[src/hdl/client_link_reassembly_credit_engine_assert.svh]
// Assertion macros shared by the client link engine modules
`ifndef CLIENT_LINK_REASSEMBLY_CREDIT_ENGINE_ASSERT_SVH
`define CLIENT_LINK_REASSEMBLY_CREDIT_ENGINE_ASSERT_SVH

// same-cycle implication
`define CLRCE_ASSERT_IMP(label, ck, rn, ante, cons) \
    label: assert property (@(posedge ck) disable iff (!rn) (ante) |-> (cons)) \
        else $error("assertion %m failed");

// next-cycle implication
`define CLRCE_ASSERT_NXT(label, ck, rn, ante, cons) \
    label: assert property (@(posedge ck) disable iff (!rn) (ante) |=> (cons)) \
        else $error("assertion %m failed");

`endif

[src/hdl/clrce_pkg.sv]
// Package: types, codes and constants of the client link engine
package clrce_pkg;

    localparam int DEF_MAX_CLIENTS = 16;
    localparam int FRAG_BYTES      = 124;
    localparam int MAX_MSG_BYTES   = 4096;

    localparam int LEN_W      = 13;
    localparam int CFG_IDX_W  = 1;
    localparam int CFG_DATA_W = 13;

    localparam logic [CFG_IDX_W-1:0] CFG_CLIENT_COUNT = 1'd0;
    localparam logic [CFG_IDX_W-1:0] CFG_MAX_MESSAGE  = 1'd1;
    localparam logic [LEN_W-1:0]     MAX_MESSAGE_RESET = 13'd4096;

    // request codes
    localparam logic [2:0] REQ_CONNECT    = 3'd0;
    localparam logic [2:0] REQ_DISCONNECT = 3'd1;
    localparam logic [2:0] REQ_CREDIT     = 3'd2;
    localparam logic [2:0] REQ_FRAGMENT   = 3'd3;
    localparam logic [2:0] REQ_SEND       = 3'd4;

    // result kinds
    localparam logic [2:0] KIND_CONN_REPLY = 3'd0;
    localparam logic [2:0] KIND_DISC_REPLY = 3'd1;
    localparam logic [2:0] KIND_CREDIT     = 3'd2;
    localparam logic [2:0] KIND_FRAG_OUT   = 3'd3;
    localparam logic [2:0] KIND_DELIVERED  = 3'd4;
    localparam logic [2:0] KIND_SEND_ERR   = 3'd5;

    // status codes
    localparam logic [2:0] ST_OK         = 3'd0;
    localparam logic [2:0] ST_NOT_FOUND  = 3'd1;
    localparam logic [2:0] ST_EXISTS     = 3'd2;
    localparam logic [2:0] ST_BAD_HANDLE = 3'd3;
    localparam logic [2:0] ST_TOO_BIG    = 3'd4;
    localparam logic [2:0] ST_NO_CREDIT  = 3'd5;

    typedef struct packed {
        logic [2:0]       req_type;
        logic [7:0]       client_addr;
        logic [7:0]       peer_addr;
        logic [8:0]       frag_length;
        logic             frag_final;
        logic [LEN_W-1:0] send_bytes;
    } in_item_t;

    typedef struct packed {
        logic [2:0]       kind;
        logic [7:0]       out_client_addr;
        logic [7:0]       out_peer_addr;
        logic [2:0]       status;
        logic [LEN_W-1:0] out_length;
        logic             complete_flag;
        logic             last;
    } out_item_t;

    typedef struct packed {
        logic             connected;
        logic [7:0]       bound_peer;
        logic [7:0]       send_credits;
        logic [LEN_W-1:0] rx_collected;
        logic             rx_discarding;
    } entry_t;

    typedef enum logic [2:0] {
        S_IDLE,
        S_EXEC,
        S_FIRST,
        S_SECOND,
        S_FRAG
    } state_t;

    typedef struct packed {
        logic capture;
        logic exec;
        logic load_a;
        logic load_b;
        logic frag_step;
    } cmd_t;

    typedef struct packed {
        logic plan_first;
        logic plan_frag;
        logic second_pending;
        logic frag_last;
        logic out_free;
    } sts_t;

endpackage

[src/hdl/client_link_reassembly_credit_engine.sv]
// Top level: client link reassembly and credit engine
//
// Usage:
//  - in_valid/in_stall/in_data carry one request per transfer (connect,
//    disconnect, host credit, received fragment, send). in_stall is high
//    while a request is in work; the block handles one request at a time.
//  - out_valid/out_stall/out_data carry results; last marks the final result
//    of a request. A stalled result holds in the output register until taken.
//  - cfg_valid/cfg_ready/cfg_index/cfg_data write client_count (index 0) and
//    max_message_bytes (index 1); cfg_ready is always high. Write only idle.
// Sequence: a request is captured in S_IDLE and decoded with a table
//  read-modify-write in S_EXEC; each result is then loaded into the output
//  register from S_FIRST, S_SECOND or S_FRAG, waiting while the output is
//  stalled. A request with no result returns to S_IDLE from S_EXEC; a send
//  gives one fragment per cycle while the receiver does not stall.
// Reset: clears all connections, credits and reassembly state at once (per
//  entry valid bits), client_count to 0 and max_message_bytes to 4096.
module client_link_reassembly_credit_engine
    import clrce_pkg::*;
#(
    parameter int MAX_CLIENTS = DEF_MAX_CLIENTS
)
(
    input  logic                  clk,
    input  logic                  rst_n,
    input  logic                  in_valid,
    output logic                  in_stall,
    input  in_item_t              in_data,
    output logic                  out_valid,
    input  logic                  out_stall,
    output out_item_t             out_data,
    input  logic                  cfg_valid,
    output logic                  cfg_ready,
    input  logic [CFG_IDX_W-1:0]  cfg_index,
    input  logic [CFG_DATA_W-1:0] cfg_data
);

    cmd_t cmd;
    sts_t sts;

    assign cfg_ready = 1'b1;

    clrce_ctrl u_ctrl (
        .clk      (clk),
        .rst_n    (rst_n),
        .in_valid (in_valid),
        .in_stall (in_stall),
        .sts      (sts),
        .cmd      (cmd)
    );

    clrce_dp #(
        .MAX_CLIENTS (MAX_CLIENTS)
    ) u_dp (
        .clk       (clk),
        .rst_n     (rst_n),
        .in_data   (in_data),
        .cfg_valid (cfg_valid && cfg_ready),
        .cfg_index (cfg_index),
        .cfg_data  (cfg_data),
        .out_stall (out_stall),
        .out_valid (out_valid),
        .out_data  (out_data),
        .cmd       (cmd),
        .sts       (sts)
    );

endmodule

[src/hdl/clrce_dp.sv]
// Datapath: client table memory, config registers, request decode and output register
`include "client_link_reassembly_credit_engine_assert.svh"

module clrce_dp
    import clrce_pkg::*;
#(
    parameter int MAX_CLIENTS = DEF_MAX_CLIENTS
)
(
    input  logic                  clk,
    input  logic                  rst_n,
    input  in_item_t              in_data,
    input  logic                  cfg_valid,
    input  logic [CFG_IDX_W-1:0]  cfg_index,
    input  logic [CFG_DATA_W-1:0] cfg_data,
    input  logic                  out_stall,
    output logic                  out_valid,
    output out_item_t             out_data,
    input  cmd_t                  cmd,
    output sts_t                  sts
);

    localparam int IDX_W = (MAX_CLIENTS > 1) ? $clog2(MAX_CLIENTS) : 1;

    logic [4:0]        client_count_reg;
    logic [LEN_W-1:0]  max_msg_reg;

    in_item_t          in_reg;
    logic              ok_reg;
    logic [IDX_W-1:0]  idx_reg;

    entry_t            tbl_mem [MAX_CLIENTS];
    logic [MAX_CLIENTS-1:0] vld_reg;
    entry_t            rd_data_reg;
    logic              rd_vld_reg;

    out_item_t         a_reg, b_reg;
    logic              b_en_reg;
    logic [LEN_W-1:0]  left_reg;

    logic              out_valid_reg, out_valid_next;
    out_item_t         out_data_reg, out_data_next;

    logic [7:0]        lim8;
    logic              ok_in;
    logic [IDX_W-1:0]  rd_idx;
    logic [LEN_W:0]    lim_wide;
    logic [LEN_W-1:0]  limit;

    entry_t            e, ne;
    out_item_t         a, b;
    logic              a_en, b_en, f_en;
    logic [LEN_W:0]    sum;
    logic              disc1;
    logic [LEN_W-1:0]  coll1;

    logic [LEN_W-1:0]  part;
    logic              frag_last;

    // address check against the active client count
    always_comb
    begin
        lim8   = (32'(client_count_reg) > MAX_CLIENTS) ? 8'(MAX_CLIENTS)
                                                       : {3'b000, client_count_reg};
        ok_in  = (in_data.client_addr != 8'd0) && (in_data.client_addr <= lim8);
        rd_idx = ok_in ? IDX_W'(in_data.client_addr - 8'd1) : '0;
    end

    always_comb
    begin
        lim_wide = ({1'b0, max_msg_reg} > (LEN_W+1)'(MAX_MSG_BYTES))
                   ? (LEN_W+1)'(MAX_MSG_BYTES) : {1'b0, max_msg_reg};
        limit = lim_wide[LEN_W-1:0];
    end

    // request decode on the entry read back from the table
    always_comb
    begin
        e     = rd_vld_reg ? rd_data_reg : '0;
        ne    = e;
        a     = '0;
        b     = '0;
        a_en  = 1'b0;
        b_en  = 1'b0;
        f_en  = 1'b0;
        a.out_client_addr = in_reg.client_addr;
        a.out_peer_addr   = in_reg.peer_addr;
        b.out_client_addr = in_reg.client_addr;
        b.kind            = KIND_CREDIT;
        b.out_peer_addr   = e.bound_peer;
        sum   = {1'b0, e.rx_collected} + (LEN_W+1)'(in_reg.frag_length);
        disc1 = e.rx_discarding | (sum > {1'b0, limit});
        coll1 = disc1 ? e.rx_collected : sum[LEN_W-1:0];

        case (in_reg.req_type)
            REQ_CONNECT:
            begin
                a.kind = KIND_CONN_REPLY;
                a_en   = 1'b1;
                if (!ok_reg)
                begin
                    a.status = ST_NOT_FOUND;
                end
                else
                begin
                    if (e.connected)
                    begin
                        a.status = ST_EXISTS;
                    end
                    else
                    begin
                        ne.connected  = 1'b1;
                        ne.bound_peer = in_reg.peer_addr;
                    end
                    b_en            = 1'b1;
                    b.out_peer_addr = ne.bound_peer;
                end
            end
            REQ_DISCONNECT:
            begin
                a.kind = KIND_DISC_REPLY;
                a_en   = 1'b1;
                if (ok_reg && e.connected)
                    ne.connected = 1'b0;
                else
                    a.status = ST_NOT_FOUND;
            end
            REQ_CREDIT:
            begin
                if (ok_reg && e.connected && (e.send_credits != 8'hFF))
                    ne.send_credits = e.send_credits + 8'd1;
            end
            REQ_FRAGMENT:
            begin
                if (ok_reg && e.connected && (e.bound_peer == in_reg.peer_addr))
                begin
                    if (in_reg.frag_final)
                    begin
                        ne.rx_collected  = '0;
                        ne.rx_discarding = 1'b0;
                        a_en = 1'b1;
                        if (!disc1)
                        begin
                            a.kind       = KIND_DELIVERED;
                            a.out_length = coll1;
                            b_en         = 1'b1;
                        end
                        else
                        begin
                            a = b;
                        end
                    end
                    else
                    begin
                        ne.rx_collected  = coll1;
                        ne.rx_discarding = disc1;
                    end
                end
            end
            REQ_SEND:
            begin
                a.kind          = KIND_SEND_ERR;
                a.out_peer_addr = 8'd0;
                if (!ok_reg)
                begin
                    a_en     = 1'b1;
                    a.status = ST_BAD_HANDLE;
                end
                else if (in_reg.send_bytes > limit)
                begin
                    a_en     = 1'b1;
                    a.status = ST_TOO_BIG;
                end
                else if (!e.connected || (e.send_credits == 8'd0))
                begin
                    a_en     = 1'b1;
                    a.status = ST_NO_CREDIT;
                end
                else
                begin
                    ne.send_credits = e.send_credits - 8'd1;
                    f_en            = (in_reg.send_bytes != '0);
                    a.kind          = KIND_FRAG_OUT;
                    a.out_peer_addr = e.bound_peer;
                end
            end
            default:
            begin
            end
        endcase
    end

    // fragment splitter, one fragment per step
    always_comb
    begin
        frag_last = (left_reg <= LEN_W'(FRAG_BYTES));
        part      = frag_last ? left_reg : LEN_W'(FRAG_BYTES);
    end

    always_comb
    begin
        out_valid_next = out_valid_reg && out_stall;
        out_data_next  = out_data_reg;
        if (cmd.load_a)
        begin
            out_valid_next     = 1'b1;
            out_data_next      = a_reg;
            out_data_next.last = !b_en_reg;
        end
        else if (cmd.load_b)
        begin
            out_valid_next     = 1'b1;
            out_data_next      = b_reg;
            out_data_next.last = 1'b1;
        end
        else if (cmd.frag_step)
        begin
            out_valid_next              = 1'b1;
            out_data_next               = a_reg;
            out_data_next.out_length    = part;
            out_data_next.complete_flag = frag_last;
            out_data_next.last          = frag_last;
        end
    end

    always_ff @(posedge clk or negedge rst_n)
    begin
        if (!rst_n)
        begin
            client_count_reg <= '0;
            max_msg_reg      <= MAX_MESSAGE_RESET;
            ok_reg           <= 1'b0;
            vld_reg          <= '0;
            rd_vld_reg       <= 1'b0;
            b_en_reg         <= 1'b0;
            out_valid_reg    <= 1'b0;
        end
        else
        begin
            if (cfg_valid && (cfg_index == CFG_CLIENT_COUNT))
                client_count_reg <= cfg_data[4:0];
            if (cfg_valid && (cfg_index == CFG_MAX_MESSAGE))
                max_msg_reg <= cfg_data[LEN_W-1:0];
            if (cmd.capture)
            begin
                ok_reg     <= ok_in;
                rd_vld_reg <= vld_reg[rd_idx];
            end
            if (cmd.exec)
            begin
                vld_reg[idx_reg] <= 1'b1;
                b_en_reg         <= b_en;
            end
            out_valid_reg <= out_valid_next;
        end
    end

    always_ff @(posedge clk)
    begin
        if (cmd.capture)
        begin
            in_reg      <= in_data;
            idx_reg     <= rd_idx;
            rd_data_reg <= tbl_mem[rd_idx];
        end
        if (cmd.exec)
        begin
            tbl_mem[idx_reg] <= ne;
            a_reg            <= a;
            b_reg            <= b;
            left_reg         <= in_reg.send_bytes;
        end
        else if (cmd.frag_step)
        begin
            left_reg <= left_reg - part;
        end
        out_data_reg <= out_data_next;
    end

    assign out_valid = out_valid_reg;
    assign out_data  = out_data_reg;

    assign sts.plan_first     = a_en;
    assign sts.plan_frag      = f_en;
    assign sts.second_pending = b_en_reg;
    assign sts.frag_last      = frag_last;
    assign sts.out_free       = !out_valid_reg || !out_stall;

    `CLRCE_ASSERT_IMP(a_frag_nonzero, clk, rst_n, cmd.frag_step, left_reg != '0)
    `CLRCE_ASSERT_IMP(a_second_planned, clk, rst_n, cmd.load_b, b_en_reg)
    `CLRCE_ASSERT_IMP(a_idx_range, clk, rst_n, ok_reg, 32'(idx_reg) < MAX_CLIENTS)

endmodule

[src/hdl/clrce_ctrl.sv]
// Controller: request sequencing and result issue
`include "client_link_reassembly_credit_engine_assert.svh"

module clrce_ctrl
    import clrce_pkg::*;
(
    input  logic clk,
    input  logic rst_n,
    input  logic in_valid,
    output logic in_stall,
    input  sts_t sts,
    output cmd_t cmd
);

    state_t state_reg, state_next;

    always_ff @(posedge clk or negedge rst_n)
    begin
        if (!rst_n)
            state_reg <= S_IDLE;
        else
            state_reg <= state_next;
    end

    always_comb
    begin
        state_next = state_reg;
        cmd        = '0;
        in_stall   = 1'b1;
        unique case (state_reg)
            S_IDLE:
            begin
                in_stall    = 1'b0;
                cmd.capture = in_valid;
                if (in_valid)
                    state_next = S_EXEC;
            end
            S_EXEC:
            begin
                cmd.exec = 1'b1;
                if (sts.plan_first)
                    state_next = S_FIRST;
                else if (sts.plan_frag)
                    state_next = S_FRAG;
                else
                    state_next = S_IDLE;
            end
            S_FIRST:
            begin
                if (sts.out_free)
                begin
                    cmd.load_a = 1'b1;
                    state_next = sts.second_pending ? S_SECOND : S_IDLE;
                end
            end
            S_SECOND:
            begin
                if (sts.out_free)
                begin
                    cmd.load_b = 1'b1;
                    state_next = S_IDLE;
                end
            end
            S_FRAG:
            begin
                if (sts.out_free)
                begin
                    cmd.frag_step = 1'b1;
                    if (sts.frag_last)
                        state_next = S_IDLE;
                end
            end
            default:
            begin
                state_next = S_IDLE;
            end
        endcase
    end

    `CLRCE_ASSERT_NXT(a_accept_exec, clk, rst_n, in_valid && !in_stall, state_reg == S_EXEC)
    `CLRCE_ASSERT_IMP(a_one_load, clk, rst_n, 1'b1, $onehot0({cmd.load_a, cmd.load_b, cmd.frag_step}))
    `CLRCE_ASSERT_IMP(a_load_free, clk, rst_n, cmd.load_a || cmd.load_b || cmd.frag_step, sts.out_free)

endmodule

[config.mk]
export PLATFORM = sky130hd
export DESIGN_NAME = client_link_reassembly_credit_engine
export DESIGN_NICKNAME = d
export VERILOG_FILES = /design/src/hdl/clrce_pkg.sv /design/src/hdl/client_link_reassembly_credit_engine.sv /design/src/hdl/clrce_dp.sv /design/src/hdl/clrce_ctrl.sv
export VERILOG_INCLUDE_DIRS = /design/src /design/src/hdl
export SDC_FILE = /design/constraint.sdc
export NUM_CORES = 1
export LEC_CHECK = 0
export ABC_AREA = 1
export BUFFER_PORTS_ARGS = -buffer_cell sky130_fd_sc_hd__buf_2
export CELL_PAD_IN_SITES_DETAIL_PLACEMENT = 0
export CELL_PAD_IN_SITES_GLOBAL_PLACEMENT = 1
export CORE_MARGIN = 3
export CORE_UTILIZATION = 35
export DETAILED_ROUTE_END_ITERATION = 8
export PLACE_DENSITY = 0.63
export SLEW_MARGIN = 10
export SYNTH_ARGS = -nofsm -noshare
export SYNTH_HDL_FRONTEND = slang
export SYNTH_SLANG_ARGS = --single-unit
export TNS_END_PERCENT = 100
[constraint.sdc]
create_clock -name clk -period 7.7 [get_ports clk]
set_input_delay 0.77 -clock clk [delete_from_list [all_inputs] [get_ports clk]]
set_output_delay 0.77 -clock clk [all_outputs]
set_load 0.03 [all_outputs]
==> summary.txt, run 1 <==
STA
  • Min cycle time layout: 5.685 ns
  • Slew HR: 0.1812
  • Final setup TNS: 0 ns
  • Final Max Slew Viols: 0
  • Final hold slack: ~0.32 ns
  • F_max: around 180 MHz
  • Clk_skew: around 0.036 ns
  • Final setup violation count: 0
  • Fin crit share: 0.7383
  • Worst-margin pin slew: between 1 and 1.5 ns
  • RSZ-0062 raised after global routing: no
  • Fin. Hold Viols: 0

Logic synthesis
  • Post-Syn Instances: 2647
  • Syn. warnings: 0
  • Unique masters post-synth: 55
  • Top cell type's share of synthesized area: 0.6488
  • Sequential area share after synthesis: 0.6821
  • Largest cells by area after synthesis: edfxtp_1 (65%), nor2_1 (4.6%), nand2_1 (4.3%)
  • Post-synth EDFFs: around 670
  • FF+latch count, synth: between 700 and 800
  • Cell taking the most area after synthesis: edfxtp_1
  • Synthesized area per cell: approximately 12 sq um
  • Post-synthesis cell area: slightly above 0.03 sq mm
  • Main flop type after synthesis: edfxtp_1
  • Fraction of registers with async set/reset: 0.05799

Power and ir drop
  • NetSw: 0.003422 W
  • Clock share of power: 0.329
  • Sw Share: 0.3052
  • Maximum vdd drop: 232.7 uV
  • P_leak: roughly 13 nW
  • Flop pwr share: 0.469
  • P per Cell Area: 319.0 mW/mm^2
  • Comb power frac: 0.202
  • Internal: slightly below 0.008 W

Clock tree
  • Hold_buf cts: 0
  • Post-CTS setup buffer count: 0
  • Htree depth: 3
  • CTS max path bufs: 3
  • CTS clk-pin slew, worst paths: 0.06 ns
  • CTS root buffer: clkbuf_16
  • TritonCTS Buffers: 76
  • Sink Count: a little over 700
  • Clock Latency Late Sink: about 0.63 ns
  • Cts repair resizes: 0
  • CTS tree: done

Drt
  • Antenna-violating nets left: 0
  • DRT Wirelength: 85880 microns
  • WL per Instance: about 22 microns
  • Vias/cell: approximately 5.1
  • DRC Markers: 0
  • Vias post-DR: between 20000 and 25000
  • Iter 0 DRT Violations: between 1500 and 2000
  • DRT Pass-1 Iters: 7

Critical path
  • Critical Path Fanout Max: 29
  • Endpoint class of the critical path: flip-flop
  • Reg-to-Reg Start: u_dp.rd_vld_reg$_DFFE_PN0P_
  • Startpoint Class: flip-flop
  • CP required: between 7 and 8 ns
  • Setup crit start: u_dp.rd_vld_reg$_DFFE_PN0P_
  • Crit Path Class: reg -> reg
  • Arrival time worst endpoint: 5.93 ns

Hold path
  • HP Class: in -> reg
  • Hold path start: in_data[13]

Floorplanning
  • Rows: about 110
  • Die H: 302.8 microns
  • # IOs: 101
  • Die area: 0.09167 sq mm
  • Core area: 0.08702 sq mm
  • Die width: roughly 300 microns
  • Initial core utilization: 0.3542

Placed design
  • # port buffers: about 100
  • Hpwl dp: 47280 microns
  • Final GP Congestion: roughly 0.84
  • Post-DP Area: 0.03264 sq mm

GRT
  • Total grt overflow: 0
  • Initial antenna violation count: 0
  • Number of global-route vias before repair: roughly 20000
  • Met3 Track Usage GR: 0.02583
  • M1 GR Usage: 0.2441
  • Pin count of the biggest net entering global routing: ~200
  • First-pass GRT wire length: 128300 microns
  • Met2 Track Usage GR: 0.3240
  • Most used routing layer: met2
  • Tot GR Track Use: 0.1870

Layout
  • Synth-to-Final Area Change: 14.02%
  • Commonest non-fill, non-tap cell in the layout: edfxtp_1
  • Final non-filler cell area: 0.03515 sq mm
  • Share of layout cells above drive strength 1: 0.1373
  • Max reg flops: 496
  • Count of nets after finishing: 2845
  • Most frequent cells in the layout: edfxtp_1 (666), nor2_1 (358), nand2_1 (354)
  • Antenna cells: 0

Run status
  • Status: finished clean

Run
  • Max_cap viols: 0
logic make-up (layout without fill, tap and decap cells):
logic type | Yosys count | after routing | share of synthesized area
buffers and inverters | 289 | 445 | 0.04006
other | 1 | 2 | 0.0001217
AO/OA/AOI/OAI | 394 | 394 | 0.07878
flip-flops | 707 | 707 | 0.6821
adder cells (fa/ha/maj) | 40 | 40 | 0.01624
XOR/XNOR | 15 | 15 | 0.004262
multiplexers | 15 | 15 | 0.005479
AND/OR/NAND/NOR | 1186 | 1186 | 0.1730
cells in the mapped netlist, types with 8 or more instances:
| library cell | count |
|---|---|
| dfrtp_1 | 40 |
| mux2_2 | 15 |
| nand2_2 | 8 |
| nand3_1 | 254 |
| or2_2 | 57 |
| nand2_1 | 355 |
| ha_1 | 40 |
| o21ai_0 | 186 |
| edfxtp_1 | 666 |
| or2_1 | 44 |
| o211ai_1 | 133 |
| nor2_1 | 375 |
| xor2_1 | 12 |
| o21ai_1 | 21 |
| or2_0 | 29 |
| inv_1 | 157 |
| buf_2 | 51 |
| nor3_1 | 16 |
| nand4_1 | 23 |
| inv_2 | 10 |
| clkbuf_1 | 54 |
| a21oi_1 | 28 |
| buf_6 | 8 |
metrics by stage:
| stage | utilization | setup slack, ns | instances | power, W |
|---|---|---|---|---|
| after floorplan | - | 2.966 | 2648 | 0.006763 |
| after global placement | 0.3751 | 2.277 | 3821 | 0.007585 |
| after detailed placement | 0.3751 | 1.992 | 3821 | 0.007620 |
| after CTS | 0.4039 | 1.942 | 3959 | 0.01133 |
| after global routing | 0.4039 | 1.428 | 3959 | 0.01177 |
| final | 0.4039 | 2.015 | 3959 | 0.01121 |
worst max-delay path: stages, from the launching register on:
cell and delay [ns]:
dfrtp_1 0.46, buf_4 0.47, nand2_1 0.18, nor2_1 0.23, nor2_1 0.10, ha_1 0.19
or2_2 0.33, a21oi_1 0.29, xor2_1 0.45, inv_1 0.10, ha_1 0.29, nand2_1 0.06
nor2_1 0.15, nand3_1 0.09, nor2_1 0.14, nand2_1 0.07, nand2_1 0.06, nand3_1 0.12
nor2_4 0.54, nor2_1 0.08, a21oi_1 0.87
worst paths after layout:
path,endpoint,slack [ns],cells past startpoint
setup / recovery,u_dp.tbl_mem[9][7]$_DFFE_PP_,2.02,20
hold / removal,u_dp.in_reg[13]$_DFFE_PP_,0.32,1
setup reg to reg,u_dp.tbl_mem[9][7]$_DFFE_PP_,2.02,20
hold reg to reg,u_dp.a_reg[33]$_DFFE_PP_,0.41,0
max in group asynchronous,u_dp.vld_reg[0]$_DFFE_PN0P_,6.64,1
min in group asynchronous,u_dp.rd_vld_reg$_DFFE_PN0P_,0.37,1
layer usage:
layer / wire length (microns) / part of all wire
met5: 0 / 0
met4: 2063 / 0.024
met3: 3813 / 0.044
met2: 42560 / 0.50
met1: 37450 / 0.44
power by group through the flow:
stage,Clock (W),Combinational [W],Sequential [W]
3_3_place_gp,0,0.00226,0.00533
5_1_grt,0.00392,0.00255,0.00530
2_1_floorplan,0,0.00142,0.00534
6_report,0.00369,0.00227,0.00526
4_1_cts,0.00378,0.00229,0.00526
3_5_place_dp,0,0.00228,0.00534
final cells by class:
class	instances	area (sq um)
Inverter	168	638.1
Tap cell	1155	1445
Clock buffer	96	2029
Timing Repair Buffer	139	810.8
Sequential cell	707	21030
Fill cell	8230	51880
Clock inverter	42	476.7
Multi-Input combinational cell	1652	8720
No activity file was read; power rests on OpenSTA's default activity.
==> run 2: changes to the inputs <==
--- a/config.mk
+++ b/config.mk
@@ -13,7 +13,7 @@
 export CORE_MARGIN = 3
 export CORE_UTILIZATION = 35
 export DETAILED_ROUTE_END_ITERATION = 8
-export PLACE_DENSITY = 0.63
+export PLACE_DENSITY = 0.66
 export SLEW_MARGIN = 10
 export SYNTH_ARGS = -nofsm -noshare
 export SYNTH_HDL_FRONTEND = slang
==> constraint.sdc (replaced) <==
create_clock -name clk -period 5.1 [get_ports clk]
set_input_delay 0.51 -clock clk [delete_from_list [all_inputs] [get_ports clk]]
set_output_delay 0.51 -clock clk [all_outputs]
set_load 0.03 [all_outputs]
==> summary.txt, run 2 (synthesis gave the netlist of run 1 again) <==
Clock tree
  • CTS max path bufs: 3
  • TritonCTS Buffers: 75
  • Hold_buf cts: 0
  • Htree depth: 3
  • Clock Latency Late Sink: 0.62 ns
  • CTS clk-pin slew, worst paths: about 0.060 ns
  • CTS root buffer: clkbuf_16
  • Sink Count: about 700
  • CTS tree: done
  • Cts repair resizes: 0
  • Post-CTS setup buffer count: 0

Placed design
  • Post-DP Area: between 0.03 and 0.04 sq mm
  • Hpwl dp: 50840 microns
  • Final GP Congestion: 0.8635
  • Placed Cells incl. Taps: between 3000 and 4000
  • # port buffers: 99

Drt
  • DRT Pass-1 Iters: 7
  • Vias/cell: 5.089
  • Metal3 WL: 4545 microns
  • Vias post-DR: 20275
  • WL met1: 37110 microns
  • Antenna-violating nets left: 0
  • Top layer in use: met4
  • DRT Wirelength: between 80000 and 90000 microns
  • WL per Instance: ~21 microns
  • WL met2: approximately 41000 microns
  • Iter 0 DRT Violations: about 1500
  • DRC Markers: 0

Layout
  • Count of nets after finishing: ~2900
  • Max reg flops: 496
  • Area of the multi-input gates: about 0.009 sq mm
  • Reg area: ~0.021 sq mm
  • Antenna cells: 0
  • Most frequent cells in the layout: edfxtp_1 (666), nor2_1 (358), nand2_1 (346)
  • Layout fillers: between 8000 and 9000
  • Commonest non-fill, non-tap cell in the layout: edfxtp_1
  • Share of layout cells above drive strength 1: 0.1488
  • Final non-filler cell area: roughly 0.035 sq mm
  • Synth-to-Final Area Change: 14.54%
  • Utilization after layout: 0.4057
  • Non-filler cells, final: 3984

Floorplanning
  • # IOs: approximately 100
  • Core area: a little under 0.09 sq mm
  • Die area: 0.09167 sq mm
  • Die width: 302.8 microns
  • Initial core utilization: 0.3542
  • Die H: approximately 300 microns
  • Rows: 108

Power and ir drop
  • Maximum vdd drop: between 300 and 400 uV
  • P per Cell Area: 471.6 mW/mm^2
  • P_leak: 12.95 nW
  • Power, Total: 0.01665 W

GRT
  • Total grt overflow: 0
  • Initial antenna violation count: 0
  • Pin count of the biggest net entering global routing: 92
  • First-pass GRT wire length: around 130000 microns
  • Tot GR Track Use: 0.1852
  • Number of global-route vias before repair: around 20000

STA
  • Min cycle time layout: 4.510 ns
  • Slew HR: 0.2381
  • Final setup TNS: 0 ns
  • RSZ-0062 raised after global routing: no
  • Final Max Slew Viols: 0
  • Fin. Hold Viols: 0
  • Fin crit share: 0.8844
  • Final setup violation count: 0
  • Worst-margin pin slew: 1.143 ns
  • Clk_skew: just under 0.03 ns
  • F_max: 221.7 MHz

Critical path
  • Arrival time worst endpoint: between 4 and 5 ns
  • Crit Path Class: reg -> reg
  • CP required: 5.50 ns
  • R2r setup slk: ~0.59 ns
  • Startpoint Class: flip-flop
  • Most common cell on crit path: nand2_1
  • Largest delay share family, worst path: simple AND/OR/NAND/NOR gates
  • CP Cell Sequence: nand2_1 > nor2_1 > nor2_1 > ha_1 > or2_2 > a21oi_1 > o21bai_1 > xor2_1 > inv_1 > ha_1 > nand2_1 > o21ai_0 > a21boi_0 > nand2_1 > nand2_1 > nand3_1 > nor2_4 > buf_4 > inv_2 > nand2_1 > nand3_1 > nand2_2
  • Slowest cell on crit path: dfrtp_1
  • Buf/Inv on CP: 3
  • Critical Path Fanout Max: 16
  • Endpoint class of the critical path: flip-flop
  • Slowest stage delay, CP: between 0.5 and 0.6 ns

Run
  • Max_cap viols: 0

Run status
  • Status: finished clean

Hold path
  • HP Class: in -> reg
run 2: cell types whose count changed in the layout (fill, tap and decap cells not counted), moves of 5 or more:
cell,change
buf_12,+5
nand2_2,+8
nand2_1,-8
clkinv_1,+7
buf_4,+22
clkbuf_1,-9
bufinv_16,-6
run 2: per-stage QoR:
stage | setup slack, ns | hold slack (ns)
4_1_cts | 0.2854 | 0.03821
3_5_place_dp | 0.3259 | 0.4054
6_report | 0.5896 | 0.07425
2_1_floorplan | 0.3661 | 0.2144
5_1_grt | 0.01713 | 0.05819
3_3_place_gp | 0.4038 | 0.4013
run 2: path summary, 6_finish.rpt:
kind / from / endpoint / depth (start not counted)
max: u_dp.rd_vld_reg$_DFFE_PN0P_ / u_dp.tbl_mem[11][6]$_DFFE_PP_ / 22
min: in_data[26] / u_dp.in_reg[26]$_DFFE_PP_ / 1
max reg2reg: u_dp.rd_vld_reg$_DFFE_PN0P_ / u_dp.tbl_mem[11][6]$_DFFE_PP_ / 22
min reg2reg: u_dp.a_reg[33]$_DFFE_PP_ / u_dp.out_data[33]$_DFFE_PP_ / 0
max in group asynchronous: rst_n / u_dp.vld_reg[15]$_DFFE_PN0P_ / 1
min in group asynchronous: rst_n / u_dp.b_en_reg$_DFFE_PN0P_ / 1
run 2: power breakdown:
group / leakage [nW] / internal, W / switching (W)
Clock: 1.17 / 0.00302 / 0.00224
Sequential: 6.69 / 0.00763 / 0.000302
Combinational: 5.10 / 0.000907 / 0.00256
run 2: cell type report:
cell class | instances | share of cell area
Clock inverter | 46 | 0.009391
Inverter | 168 | 0.01800
Tap cell | 1155 | 0.04093
Sequential cell | 707 | 0.5955
Clock buffer | 90 | 0.05801
Multi-Input combinational cell | 1652 | 0.2476
Timing Repair Buffer | 166 | 0.03048
run 2: per-layer routing:
metal / track usage / vias to the layer above
met4: 0.05166 / 0
li1: - / 9634
met3: 0.02826 / 103
met1: 0.2476 / 9971
met2: 0.3140 / 567
met5: 0 / -
